$ cat src/rtl/i2cm_pkg.sv
// Package for the I2C master byte engine: command codes, phase numbers,
// register defaults and the structs passed between the engine's modules.
// No dependencies.
package i2cm_pkg;

  // Commands carried by an input item.
  typedef enum logic [2:0] {
    CMD_NONE     = 3'd0,
    CMD_START    = 3'd1,
    CMD_STOP     = 3'd2,
    CMD_WRITE    = 3'd3,
    CMD_WAIT_ACK = 3'd4,
    CMD_READ     = 3'd5
  } cmd_t;

  // Phase numbers of a command sequence.
  localparam logic [3:0] PH_0 = 4'd0;
  localparam logic [3:0] PH_1 = 4'd1;
  localparam logic [3:0] PH_2 = 4'd2;
  localparam logic [3:0] PH_3 = 4'd3;
  localparam logic [3:0] PH_4 = 4'd4;

  // Configuration register indexes.
  localparam logic [1:0] REG_ACK_TIMEOUT = 2'd0;
  localparam logic [1:0] REG_START_STOP  = 2'd1;
  localparam logic [1:0] REG_BIT_HALF    = 2'd2;
  localparam logic [1:0] REG_ACK_HIGH    = 2'd3;

  // Register reset values.
  localparam logic [7:0] ACK_TIMEOUT_RST = 8'd250;
  localparam logic [7:0] START_STOP_RST  = 8'd4;
  localparam logic [7:0] BIT_HALF_RST    = 8'd2;
  localparam logic [7:0] ACK_HIGH_RST    = 8'd5;

  localparam logic [3:0] BITS_PER_BYTE = 4'd8;

  typedef struct packed {
    logic [7:0] ack_timeout_ticks;
    logic [7:0] start_stop_ticks;
    logic [7:0] bit_half_ticks;
    logic [7:0] ack_high_ticks;
  } cfg_t;

  typedef struct packed {
    logic [2:0] command;
    logic [7:0] write_data;
    logic       send_ack;
    logic       sda_level;
  } item_t;

  typedef struct packed {
    logic       scl_level;
    logic       sda_drive_enable;
    logic       sda_drive_level;
    logic       busy_res;
    logic       done_res;
    logic [7:0] read_data;
    logic       ack_error;
  } res_t;

  // A phase length of zero counts as one tick.
  function automatic logic [7:0] eff_len(input logic [7:0] len);
    eff_len = (len == 8'd0) ? 8'd1 : len;
  endfunction

endpackage

$ cat src/rtl/i2cm_cfg_regs.sv
// Configuration registers of the I2C master byte engine.
// Depends on i2cm_pkg.
module i2cm_cfg_regs
  import i2cm_pkg::*;
(
  input  logic       clk,
  input  logic       rst_n,
  input  logic       cfg_wr_en,
  input  logic [1:0] cfg_index,
  input  logic [7:0] cfg_data,
  output cfg_t       cfg
);

  cfg_t cfg_r;

  // Register writes take effect at the next edge.
  always_ff @(posedge clk) begin
    if (!rst_n) begin
      cfg_r.ack_timeout_ticks <= ACK_TIMEOUT_RST;
      cfg_r.start_stop_ticks  <= START_STOP_RST;
      cfg_r.bit_half_ticks    <= BIT_HALF_RST;
      cfg_r.ack_high_ticks    <= ACK_HIGH_RST;
    end else if (cfg_wr_en) begin
      unique case (cfg_index)
        REG_ACK_TIMEOUT: cfg_r.ack_timeout_ticks <= cfg_data;
        REG_START_STOP:  cfg_r.start_stop_ticks  <= cfg_data;
        REG_BIT_HALF:    cfg_r.bit_half_ticks    <= cfg_data;
        REG_ACK_HIGH:    cfg_r.ack_high_ticks    <= cfg_data;
        default: ;
      endcase
    end
  end

  assign cfg = cfg_r;

endmodule

$ cat src/rtl/i2cm_core.sv
// Bus sequencer of the I2C master byte engine: holds the sequence state and
// computes one tick's result from the registered item. Depends on i2cm_pkg.
module i2cm_core
  import i2cm_pkg::*;
(
  input  logic  clk,
  input  logic  rst_n,
  input  logic  advance,
  input  item_t item,
  input  cfg_t  cfg,
  output res_t  res
);

  cmd_t       cmd_r, cmd_nxt;
  logic [3:0] ph_r, ph_nxt;
  logic [7:0] tc_r, tc_nxt;
  logic [3:0] bc_r, bc_nxt;
  logic [7:0] sh_r, sh_nxt;
  logic       ack_r, ack_nxt;
  logic       scl_r, scl_nxt;
  logic       sda_r, sda_nxt;
  logic       en_r, en_nxt;
  logic [7:0] rd_r, rd_nxt;
  logic       tof_r, tof_nxt;

  logic       cmd_ok, start_cmd;
  logic [7:0] tc_base, tc_inc;
  logic [3:0] bc_inc;
  logic       ss_done, half_done, ackh_done;
  logic       fin, err;

  // A command is taken only while idle and only if it is a known code.
  assign cmd_ok    = (item.command == CMD_START) || (item.command == CMD_STOP) ||
                     (item.command == CMD_WRITE) || (item.command == CMD_WAIT_ACK) ||
                     (item.command == CMD_READ);
  assign start_cmd = (cmd_r == CMD_NONE) && cmd_ok;

  // Tick counter step and the phase-length compares.
  assign tc_base   = start_cmd ? 8'd0 : tc_r;
  assign tc_inc    = tc_base + 8'd1;
  assign bc_inc    = (start_cmd ? 4'd0 : bc_r) + 4'd1;
  assign ss_done   = tc_inc >= eff_len(cfg.start_stop_ticks);
  assign half_done = tc_inc >= eff_len(cfg.bit_half_ticks);
  assign ackh_done = tc_inc >= eff_len(cfg.ack_high_ticks);

  // Next state and this tick's bus levels.
  always_comb begin
    cmd_nxt = cmd_r;
    ph_nxt  = ph_r;
    tc_nxt  = tc_r;
    bc_nxt  = bc_r;
    sh_nxt  = sh_r;
    ack_nxt = ack_r;
    scl_nxt = scl_r;
    sda_nxt = sda_r;
    en_nxt  = en_r;
    rd_nxt  = rd_r;
    tof_nxt = tof_r;
    fin     = 1'b0;
    err     = 1'b0;

    if (start_cmd) begin
      cmd_nxt = cmd_t'(item.command);
      ph_nxt  = PH_0;
      tc_nxt  = 8'd0;
      bc_nxt  = 4'd0;
      if (item.command == CMD_WRITE) sh_nxt = item.write_data;
      if (item.command == CMD_READ) begin
        sh_nxt  = 8'd0;
        ack_nxt = item.send_ack;
      end
      if (item.command == CMD_STOP) tof_nxt = 1'b0;
    end

    unique case (cmd_nxt)
      CMD_START: begin
        en_nxt = 1'b1;
        if (ph_nxt == PH_0) begin
          scl_nxt = 1'b1;
          sda_nxt = 1'b1;
          tc_nxt  = ss_done ? 8'd0 : tc_inc;
          if (ss_done) ph_nxt = PH_1;
        end else if (ph_nxt == PH_1) begin
          scl_nxt = 1'b1;
          sda_nxt = 1'b0;
          tc_nxt  = ss_done ? 8'd0 : tc_inc;
          if (ss_done) ph_nxt = PH_2;
        end else begin
          scl_nxt = 1'b0;
          sda_nxt = 1'b0;
          fin     = 1'b1;
        end
      end
      CMD_STOP: begin
        en_nxt = 1'b1;
        if (ph_nxt == PH_0) begin
          scl_nxt = 1'b0;
          sda_nxt = 1'b0;
          ph_nxt  = PH_1;
          tc_nxt  = 8'd0;
        end else if (ph_nxt == PH_1) begin
          scl_nxt = 1'b1;
          sda_nxt = 1'b0;
          tc_nxt  = ss_done ? 8'd0 : tc_inc;
          if (ss_done) ph_nxt = PH_2;
        end else begin
          scl_nxt = 1'b1;
          sda_nxt = 1'b1;
          tc_nxt  = ss_done ? 8'd0 : tc_inc;
          if (ss_done) begin
            fin     = 1'b1;
            err     = tof_nxt;
            tof_nxt = 1'b0;
          end
        end
      end
      CMD_WRITE: begin
        en_nxt = 1'b1;
        if (ph_nxt == PH_0) begin
          scl_nxt = 1'b0;
          sda_nxt = sh_nxt[7];
          tc_nxt  = half_done ? 8'd0 : tc_inc;
          if (half_done) ph_nxt = PH_1;
        end else if (ph_nxt == PH_1) begin
          scl_nxt = 1'b1;
          tc_nxt  = half_done ? 8'd0 : tc_inc;
          if (half_done) ph_nxt = PH_2;
        end else begin
          scl_nxt = 1'b0;
          tc_nxt  = half_done ? 8'd0 : tc_inc;
          if (half_done) begin
            sh_nxt = {sh_nxt[6:0], 1'b0};
            bc_nxt = bc_inc;
            if (bc_inc >= BITS_PER_BYTE) fin = 1'b1;
            else ph_nxt = PH_0;
          end
        end
      end
      CMD_WAIT_ACK: begin
        if (ph_nxt == PH_0) begin
          en_nxt  = 1'b0;
          sda_nxt = 1'b1;
          scl_nxt = 1'b0;
          ph_nxt  = PH_1;
        end else if (ph_nxt == PH_1) begin
          en_nxt  = 1'b0;
          sda_nxt = 1'b1;
          scl_nxt = 1'b1;
          ph_nxt  = PH_2;
          tc_nxt  = 8'd0;
        end else if (ph_nxt == PH_2) begin
          en_nxt  = 1'b0;
          sda_nxt = 1'b1;
          scl_nxt = 1'b1;
          if (!item.sda_level) begin
            ph_nxt = PH_3;
            tc_nxt = 8'd0;
          end else if (tc_base >= cfg.ack_timeout_ticks) begin
            // Acknowledge timed out: fall into the stop sequence.
            cmd_nxt = CMD_STOP;
            ph_nxt  = PH_0;
            tc_nxt  = 8'd0;
            tof_nxt = 1'b1;
          end else begin
            tc_nxt = tc_inc;
          end
        end else begin
          scl_nxt = 1'b0;
          fin     = 1'b1;
        end
      end
      CMD_READ: begin
        if (ph_nxt == PH_0) begin
          en_nxt  = 1'b0;
          sda_nxt = 1'b1;
          scl_nxt = 1'b0;
          tc_nxt  = half_done ? 8'd0 : tc_inc;
          if (half_done) ph_nxt = PH_1;
        end else if (ph_nxt == PH_1) begin
          en_nxt  = 1'b0;
          sda_nxt = 1'b1;
          scl_nxt = 1'b1;
          // Sample SDA on the first tick of the SCL high half.
          if (tc_base == 8'd0) sh_nxt = {sh_nxt[6:0], item.sda_level};
          tc_nxt  = half_done ? 8'd0 : tc_inc;
          if (half_done) begin
            bc_nxt = bc_inc;
            ph_nxt = (bc_inc >= BITS_PER_BYTE) ? PH_2 : PH_0;
          end
        end else if (ph_nxt == PH_2) begin
          scl_nxt = 1'b0;
          en_nxt  = 1'b1;
          sda_nxt = !ack_nxt;
          tc_nxt  = half_done ? 8'd0 : tc_inc;
          if (half_done) ph_nxt = PH_3;
        end else if (ph_nxt == PH_3) begin
          scl_nxt = 1'b1;
          tc_nxt  = ackh_done ? 8'd0 : tc_inc;
          if (ackh_done) ph_nxt = PH_4;
        end else begin
          scl_nxt = 1'b0;
          rd_nxt  = sh_nxt;
          fin     = 1'b1;
        end
      end
      default: ;
    endcase

    if (fin) begin
      cmd_nxt = CMD_NONE;
      ph_nxt  = PH_0;
      tc_nxt  = 8'd0;
    end
  end

  // Result of this tick.
  always_comb begin
    res.scl_level        = scl_nxt;
    res.sda_drive_enable = en_nxt;
    res.sda_drive_level  = en_nxt ? sda_nxt : 1'b1;
    res.busy_res         = (cmd_nxt != CMD_NONE);
    res.done_res         = fin;
    res.read_data        = rd_nxt;
    res.ack_error        = err;
  end

  // State advances once for every item that moves to the result register.
  always_ff @(posedge clk) begin
    if (!rst_n) begin
      cmd_r <= CMD_NONE;
      ph_r  <= PH_0;
      tc_r  <= 8'd0;
      bc_r  <= 4'd0;
      sh_r  <= 8'd0;
      ack_r <= 1'b0;
      scl_r <= 1'b1;
      sda_r <= 1'b1;
      en_r  <= 1'b1;
      rd_r  <= 8'd0;
      tof_r <= 1'b0;
    end else if (advance) begin
      cmd_r <= cmd_nxt;
      ph_r  <= ph_nxt;
      tc_r  <= tc_nxt;
      bc_r  <= bc_nxt;
      sh_r  <= sh_nxt;
      ack_r <= ack_nxt;
      scl_r <= scl_nxt;
      sda_r <= sda_nxt;
      en_r  <= en_nxt;
      rd_r  <= rd_nxt;
      tof_r <= tof_nxt;
    end
  end

endmodule

$ cat src/rtl/i2c_master_byte_engine_top.sv
// Top level of the I2C master byte engine: input register, bus sequencer,
// result register and configuration registers.
// Depends on i2cm_pkg, i2cm_cfg_regs and i2cm_core.
//
//   Channel  Handshake               Carries
//   in_      in_valid / in_ready     command, write_data, send_ack, sda_level
//   out_     out_valid / out_ready   scl, sda drive, busy, done, read_data, error
//   cfg_     cfg_wr_en               cfg_index, cfg_data
//
// Each item is one bus tick and passes an input register and a result
// register. An accepted item waits in the input register, and its result is
// loaded into the result register once that register is free or drains. One item
// is taken per cycle; a stall on the result side stops the input only once
// both registers hold an item. Reset is synchronous and active low and puts
// the engine idle with SCL and SDA held high in the sequencer state.
module i2c_master_byte_engine_top
  import i2cm_pkg::*;
(
  input  logic       clk,
  input  logic       rst_n,
  input  logic       in_valid,
  output logic       in_ready,
  input  logic [2:0] in_command,
  input  logic [7:0] in_write_data,
  input  logic       in_send_ack,
  input  logic       in_sda_level,
  output logic       out_valid,
  input  logic       out_ready,
  output logic       out_scl_level,
  output logic       out_sda_drive_enable,
  output logic       out_sda_drive_level,
  output logic       out_busy_res,
  output logic       out_done_res,
  output logic [7:0] out_read_data,
  output logic       out_ack_error,
  input  logic       cfg_wr_en,
  input  logic [1:0] cfg_index,
  input  logic [7:0] cfg_data
);

  cfg_t  cfg;
  item_t s1_item_r;
  logic  s1_valid_r, s1_valid_nxt;
  res_t  core_res;
  res_t  out_res_r;
  logic  out_valid_r, out_valid_nxt;
  logic  advance;

  i2cm_cfg_regs u_cfg (
    .clk       (clk),
    .rst_n     (rst_n),
    .cfg_wr_en (cfg_wr_en),
    .cfg_index (cfg_index),
    .cfg_data  (cfg_data),
    .cfg       (cfg)
  );

  // The registered item moves on when the result register is free or drains.
  assign advance  = s1_valid_r && (!out_valid_r || out_ready);
  assign in_ready = !s1_valid_r || advance;

  // Input register.
  assign s1_valid_nxt = (in_valid && in_ready) || (s1_valid_r && !advance);

  always_ff @(posedge clk) begin
    if (!rst_n) begin
      s1_valid_r <= 1'b0;
    end else begin
      s1_valid_r <= s1_valid_nxt;
    end
  end

  always_ff @(posedge clk) begin
    if (in_valid && in_ready) begin
      s1_item_r.command    <= in_command;
      s1_item_r.write_data <= in_write_data;
      s1_item_r.send_ack   <= in_send_ack;
      s1_item_r.sda_level  <= in_sda_level;
    end
  end

  i2cm_core u_core (
    .clk     (clk),
    .rst_n   (rst_n),
    .advance (advance),
    .item    (s1_item_r),
    .cfg     (cfg),
    .res     (core_res)
  );

  // Result register.
  assign out_valid_nxt = advance || (out_valid_r && !out_ready);

  always_ff @(posedge clk) begin
    if (!rst_n) begin
      out_valid_r <= 1'b0;
    end else begin
      out_valid_r <= out_valid_nxt;
    end
  end

  always_ff @(posedge clk) begin
    if (advance) begin
      out_res_r <= core_res;
    end
  end

  assign out_valid            = out_valid_r;
  assign out_scl_level        = out_res_r.scl_level;
  assign out_sda_drive_enable = out_res_r.sda_drive_enable;
  assign out_sda_drive_level  = out_res_r.sda_drive_level;
  assign out_busy_res         = out_res_r.busy_res;
  assign out_done_res         = out_res_r.done_res;
  assign out_read_data        = out_res_r.read_data;
  assign out_ack_error        = out_res_r.ack_error;

`ifndef NO_ASSERTIONS
  // Input stalls only when both registers are full and the output is blocked.
  a_stall_cause: assert property (@(posedge clk) disable iff (!rst_n)
    !in_ready |-> (s1_valid_r && out_valid_r && !out_ready))
    else $error("input stalled without a full pipeline");

  // An item that leaves the input register shows up as a result.
  a_advance_out: assert property (@(posedge clk) disable iff (!rst_n)
    advance |=> out_valid_r)
    else $error("advanced item did not reach the result register");

  // An error comes only with done, and done ends the sequence.
  a_done_flags: assert property (@(posedge clk) disable iff (!rst_n)
    (out_valid_r && out_res_r.ack_error) |-> (out_res_r.done_res && !out_res_r.busy_res))
    else $error("ack error without a finished sequence");
`endif

endmodule
$ cat config.mk
export PLATFORM = sky130hd
export DESIGN_NAME = i2c_master_byte_engine_top
export DESIGN_NICKNAME = d
export VERILOG_FILES = /design/src/rtl/i2cm_pkg.sv /design/src/rtl/i2cm_cfg_regs.sv /design/src/rtl/i2cm_core.sv /design/src/rtl/i2c_master_byte_engine_top.sv
export SDC_FILE = /design/constraint.sdc
export NUM_CORES = 1
export LEC_CHECK = 0
export BUFFER_PORTS_ARGS = -buffer_cell sky130_fd_sc_hd__buf_2
export CAP_MARGIN = 20
export CELL_PAD_IN_SITES_DETAIL_PLACEMENT = 0
export CELL_PAD_IN_SITES_GLOBAL_PLACEMENT = 1
export CORE_MARGIN = 2
export CORE_UTILIZATION = 44
export DETAILED_ROUTE_END_ITERATION = 8
export HOLD_SLACK_MARGIN = 0.03
export PLACE_DENSITY = 0.74
export SLEW_MARGIN = 20
export SYNTH_ARGS = -nofsm -noshare
export SYNTH_HDL_FRONTEND = slang
export SYNTH_SLANG_ARGS = --single-unit
$ cat constraint.sdc
create_clock -name clk -period 5.9 [get_ports clk]
set_input_delay 1.18 -clock clk [delete_from_list [all_inputs] [get_ports clk]]
set_output_delay 1.18 -clock clk [all_outputs]
set_load 0.05 [all_outputs]
==> impl_table.tex <==
\begin{tabular}{lr}
\hline
Metric & Value \\
\hline
\multicolumn{2}{l}{\textbf{Status}} \\
Run status & finished with violations \\
Failing checks & design-rule violations \\
\multicolumn{2}{l}{\textbf{Run}} \\
Max-cap violations & 0 \\
\multicolumn{2}{l}{\textbf{Clock network}} \\
Clock root buffer & sky130\_fd\_sc\_hd\_\_clkbuf\_16 \\
Clock network latency to the later pin of the worst-skew pair & 0.36 ns \\
Clock buffers created by TritonCTS & 9 \\
Post-CTS Setup Repair Bufs & 0 \\
Buffer depth of the longest clock path & 2 \\
CTS sink count & 101 \\
H-tree levels & 3 \\
CTS Hold Bufs & 0 \\
Clock tree from TritonCTS & yes \\
Clock-pin slew on the worst setup and hold paths & 0.08 ns \\
Resize count post-CTS & 0 \\
\multicolumn{2}{l}{\textbf{Power}} \\
Flop pwr share & a little under half \\
Share of power burned in combinational logic & 18.3\% \\
Share of total power in the clock network & 36.4\% \\
Worst VDD drop & between 150 and 200 µV \\
Switching share of power & between 30\% and 40\% \\
Internal portion of total power & roughly 1200 µW \\
Leak pwr & about 0.0028 µW \\
Power Density & 240 mW/mm² \\
Net switching power of the design & 525 µW \\
\multicolumn{2}{l}{\textbf{Worst setup path}} \\
Signal arrival time at the worst endpoint & 4.93 ns \\
Capturing instance or port of the critical path & u\_core.ph\_r[1] \\
Worst flop-to-flop path startpoint & s1\_item\_r[12] \\
Maximum fanout along the worst path & 20 \\
Critical path start-end classification & reg -> reg \\
Register-to-register setup slack & 1.22 ns \\
Data required time at the worst endpoint & 6.15 ns \\
Critical Path Start & s1\_item\_r[12] \\
Endpoint of the most critical register-to-register path & u\_core.ph\_r[1] \\
Type of origin of the critical path & flop \\
Cells on worst reg2reg path & 16 \\
Endpoint kind of the worst setup timing path & flop \\
\multicolumn{2}{l}{\textbf{Floorplan}} \\
Number of placement rows & 44 \\
Die W & 124 µm \\
Ports placed on the boundary & between 40 and 50 \\
Core Area & 0.0144 mm² \\
Die ar. & around 0.015 mm² \\
Initial Util & 44.4\% \\
Die H & 124 µm \\
\multicolumn{2}{l}{\textbf{Timing}} \\
Total count of max-transition violations in the final report & 0 \\
Measured slew at the worst slew-check pin & 0.907 ns \\
Number of endpoints failing setup at the final stage & 0 \\
Worst slew margin & between 30\% and 40\% \\
Total Neg Setup Slack & 0 ns \\
Final critical path time including I/O delays and setup & approximately 4.7 ns \\
Hold Violations, Final & 0 \\
Fmax achieved & 213 MHz \\
Portion of the clock cycle consumed by the worst path in the final layout & 79.4\% \\
Unrepaired setup endpoints after global routing & false \\
Maximum clock skew at final layout & 0.0119 ns \\
\multicolumn{2}{l}{\textbf{Placed design}} \\
Placer's final routability congestion estimate & 0.928 \\
Number of port buffers & between 40 and 50 \\
HPWL Detailed & roughly 15000 µm \\
\multicolumn{2}{l}{\textbf{Logic synthesis}} \\
FFs w/ async S/R, synth & 0\% \\
Share of synthesized cell area in and, or, nand and nor gates & 23.1\% \\
Combinational family with the most area after synthesis & compound AO/OA/AOI/OAI gates \\
Synthesized Nets & 850 \\
Number of standard cells after synthesis & $\sim$800 \\
XOR/XNOR Fraction of Synth Area & 0.823\% \\
Multiplexer share of the synthesized area & 2.19\% \\
Warnings, synthesis & 0 \\
Area share of fa/ha/maj cells after synthesis & 6.62\% \\
Area of the mapped netlist & between 0.006 and 0.007 mm² \\
Number of synthesized register bits & 101 \\
EDFF count, synth & 27 \\
Synth Area in Compound Gates & 26.1\% \\
Post-synth top flop & sky130\_fd\_sc\_hd\_\_dfxtp\_1 \\
Part of the Yosys area used for sequential elements & 35.9\% \\
Number of distinct library cells after synthesis & 83 \\
Mapped Avg Cell Area & 8.08 µm² \\
\multicolumn{2}{l}{\textbf{Route}} \\
Iteration-0 DRC count of the detailed router & 790 \\
Vias after detailed routing & about 6100 \\
Drt pass-1 iters & 9 \\
Residual DRC count & 1 \\
Post-Route WL & 20400 µm \\
Average via count per standard cell & approximately 6.1 \\
Number of nets still failing antenna checks after routing & 0 \\
Wire length per cell after detailed routing & 20.4 µm \\
\multicolumn{2}{l}{\textbf{Layout}} \\
Number of antenna repair diodes & 0 \\
Layout cell share with drive strength beyond 1 & 13.0\% \\
Synth-to-layout area growth & 9.95\% \\
Total of fill cells in the finished design & 1421 \\
Final Net Count & 868 \\
Final design utilization & 48.9\% \\
\multicolumn{2}{l}{\textbf{Global route}} \\
Number of global-route vias before repair & 5597 \\
Initial antenna violation count & 0 \\
GRT Residual Overflow & 0 \\
First-pass GRT wire length & 31700 µm \\
GRT Resource Usage Total & between 20 and 30\% \\
Pin count of the biggest net entering global routing & 42 \\
\multicolumn{2}{l}{\textbf{Worst hold path}} \\
Hold depth & 2 \\
Hold Crit Class & reg -> reg \\
\hline
\end{tabular}
## worst max-delay path: stages, from the launching register on
cell	delay, ns
sky130_fd_sc_hd__edfxtp_1	0.65
sky130_fd_sc_hd__or3_1	0.50
sky130_fd_sc_hd__nand3_1	0.19
sky130_fd_sc_hd__nand2_1	0.17
sky130_fd_sc_hd__inv_1	0.17
sky130_fd_sc_hd__ha_1	0.34
sky130_fd_sc_hd__and3_1	0.26
sky130_fd_sc_hd__xnor2_1	0.08
sky130_fd_sc_hd__nor2_1	0.27
sky130_fd_sc_hd__ha_1	0.29
sky130_fd_sc_hd__o211ai_1	0.10
sky130_fd_sc_hd__o31ai_1	0.11
sky130_fd_sc_hd__maj3_2	0.36
sky130_fd_sc_hd__a21o_1	0.26
sky130_fd_sc_hd__a221oi_1	0.30
sky130_fd_sc_hd__o311ai_0	0.22
sky130_fd_sc_hd__a32o_1	0.30
## metal layers
layer  global-route usage [%]  part of all wire, %
met5                        0                    0
met4                     9.52                  3.3
met3                     4.77                  7.2
met2                     39.3                   44
met1                     36.7                   45
## cells in the mapped netlist (12+ instances only)
cell type,instances,area (µm²)
sky130_fd_sc_hd__and2_1,13,81.3
sky130_fd_sc_hd__nor3_1,12,60.1
sky130_fd_sc_hd__clkbuf_1,35,131
sky130_fd_sc_hd__mux2i_1,14,140
sky130_fd_sc_hd__nand2_1,144,541
sky130_fd_sc_hd__edfxtp_1,27,811
sky130_fd_sc_hd__dfxtp_1,74,1480
sky130_fd_sc_hd__o21ai_0,45,225
sky130_fd_sc_hd__a21oi_1,65,325
sky130_fd_sc_hd__nor2_1,53,199
sky130_fd_sc_hd__nand3_1,25,125
sky130_fd_sc_hd__inv_1,38,143
sky130_fd_sc_hd__ha_1,32,400
## flip-flops by register name, summed over array words and instances, names as in the netlist, 3 cells and up
register,count
u_core.rd_r,8
u_core.cmd_r,3
s1_item_r,13
out_read_data,8
u_core.ph_r,4
u_cfg.cfg,32
u_core.sh_r,8
u_core.tc_r,8
u_core.bc_r,4
## worst min path at each step
stage | from | end | slack, ns
6_report | u_core.rd_r[6] | u_core.rd_r[6] | 0.46
5_1_grt | u_core.rd_r[5] | u_core.rd_r[5] | 0.48
4_1_cts | u_core.rd_r[7] | u_core.rd_r[7] | 0.46
3_5_place_dp | u_core.rd_r[6] | u_core.rd_r[6] | 0.45
3_3_place_gp | u_core.rd_r[7] | u_core.rd_r[7] | 0.44
2_1_floorplan | u_cfg.cfg[10] | u_cfg.cfg[10] | 0.44
## cell type report
| cell class | instances | area [µm²] | share of cell area [%] |
|---|---|---|---|
| timing repair buffer | 52 | 283 | 4.03 |
| clock inverter | 6 | 58.8 | 0.837 |
| inverter | 39 | 146 | 2.08 |
| clock buffer | 10 | 250 | 3.56 |
| sequential | 101 | 2290 | 32.6 |
| multi-input combinational | 605 | 3760 | 53.6 |
| tap | 184 | 230 | 3.28 |
## placed cells by master (no fill, tap or decap), drive strengths merged, types with 6 or more instances in the layout
cell / n
nand2: 144
dfxtp: 74
a21oi: 67
o21ai: 58
nor2: 53
buf: 52
inv: 43
ha: 32
edfxtp: 27
nand3: 25
nor3: 15
mux2i: 14
and2: 13
a221oi: 13
o211ai: 11
a22oi: 11
nor2b: 10
clkbuf: 10
or2: 9
a211oi: 9
nand2b: 8
and3: 7
or3: 7
o31ai: 7
a21o: 6
## power by group through the flow
stage / Combinational [µW] / Sequential, µW / Clock, µW
after CTS: 302 / 763 / 633
final: 309 / 764 / 615
after global routing: 333 / 768 / 654
after floorplan: 202 / 783 / 0
after global placement: 303 / 779 / 0
after detailed placement: 301 / 779 / 0
## cells by family after synthesis
kind of cell	after synthesis
simple gates	311
compound gates	240
flops	101
buf+inv	84
fa+ha+maj	34
mux	14
xor+xnor	6
## stage by stage
stage	setup slack [ns]	hold WS, ns	cell area, µm²	cells	total power, µW
after floorplan	1.52	0.436	6390	790	986
after global placement	1.45	0.442	6710	981	1080
after detailed placement	1.26	0.447	6710	981	1080
after CTS	1.26	0.456	7020	997	1700
after global routing	0.940	0.482	7020	997	1750
final	1.22	0.457	7020	997	1690
No activity file was read; power rests on OpenSTA's default activity.
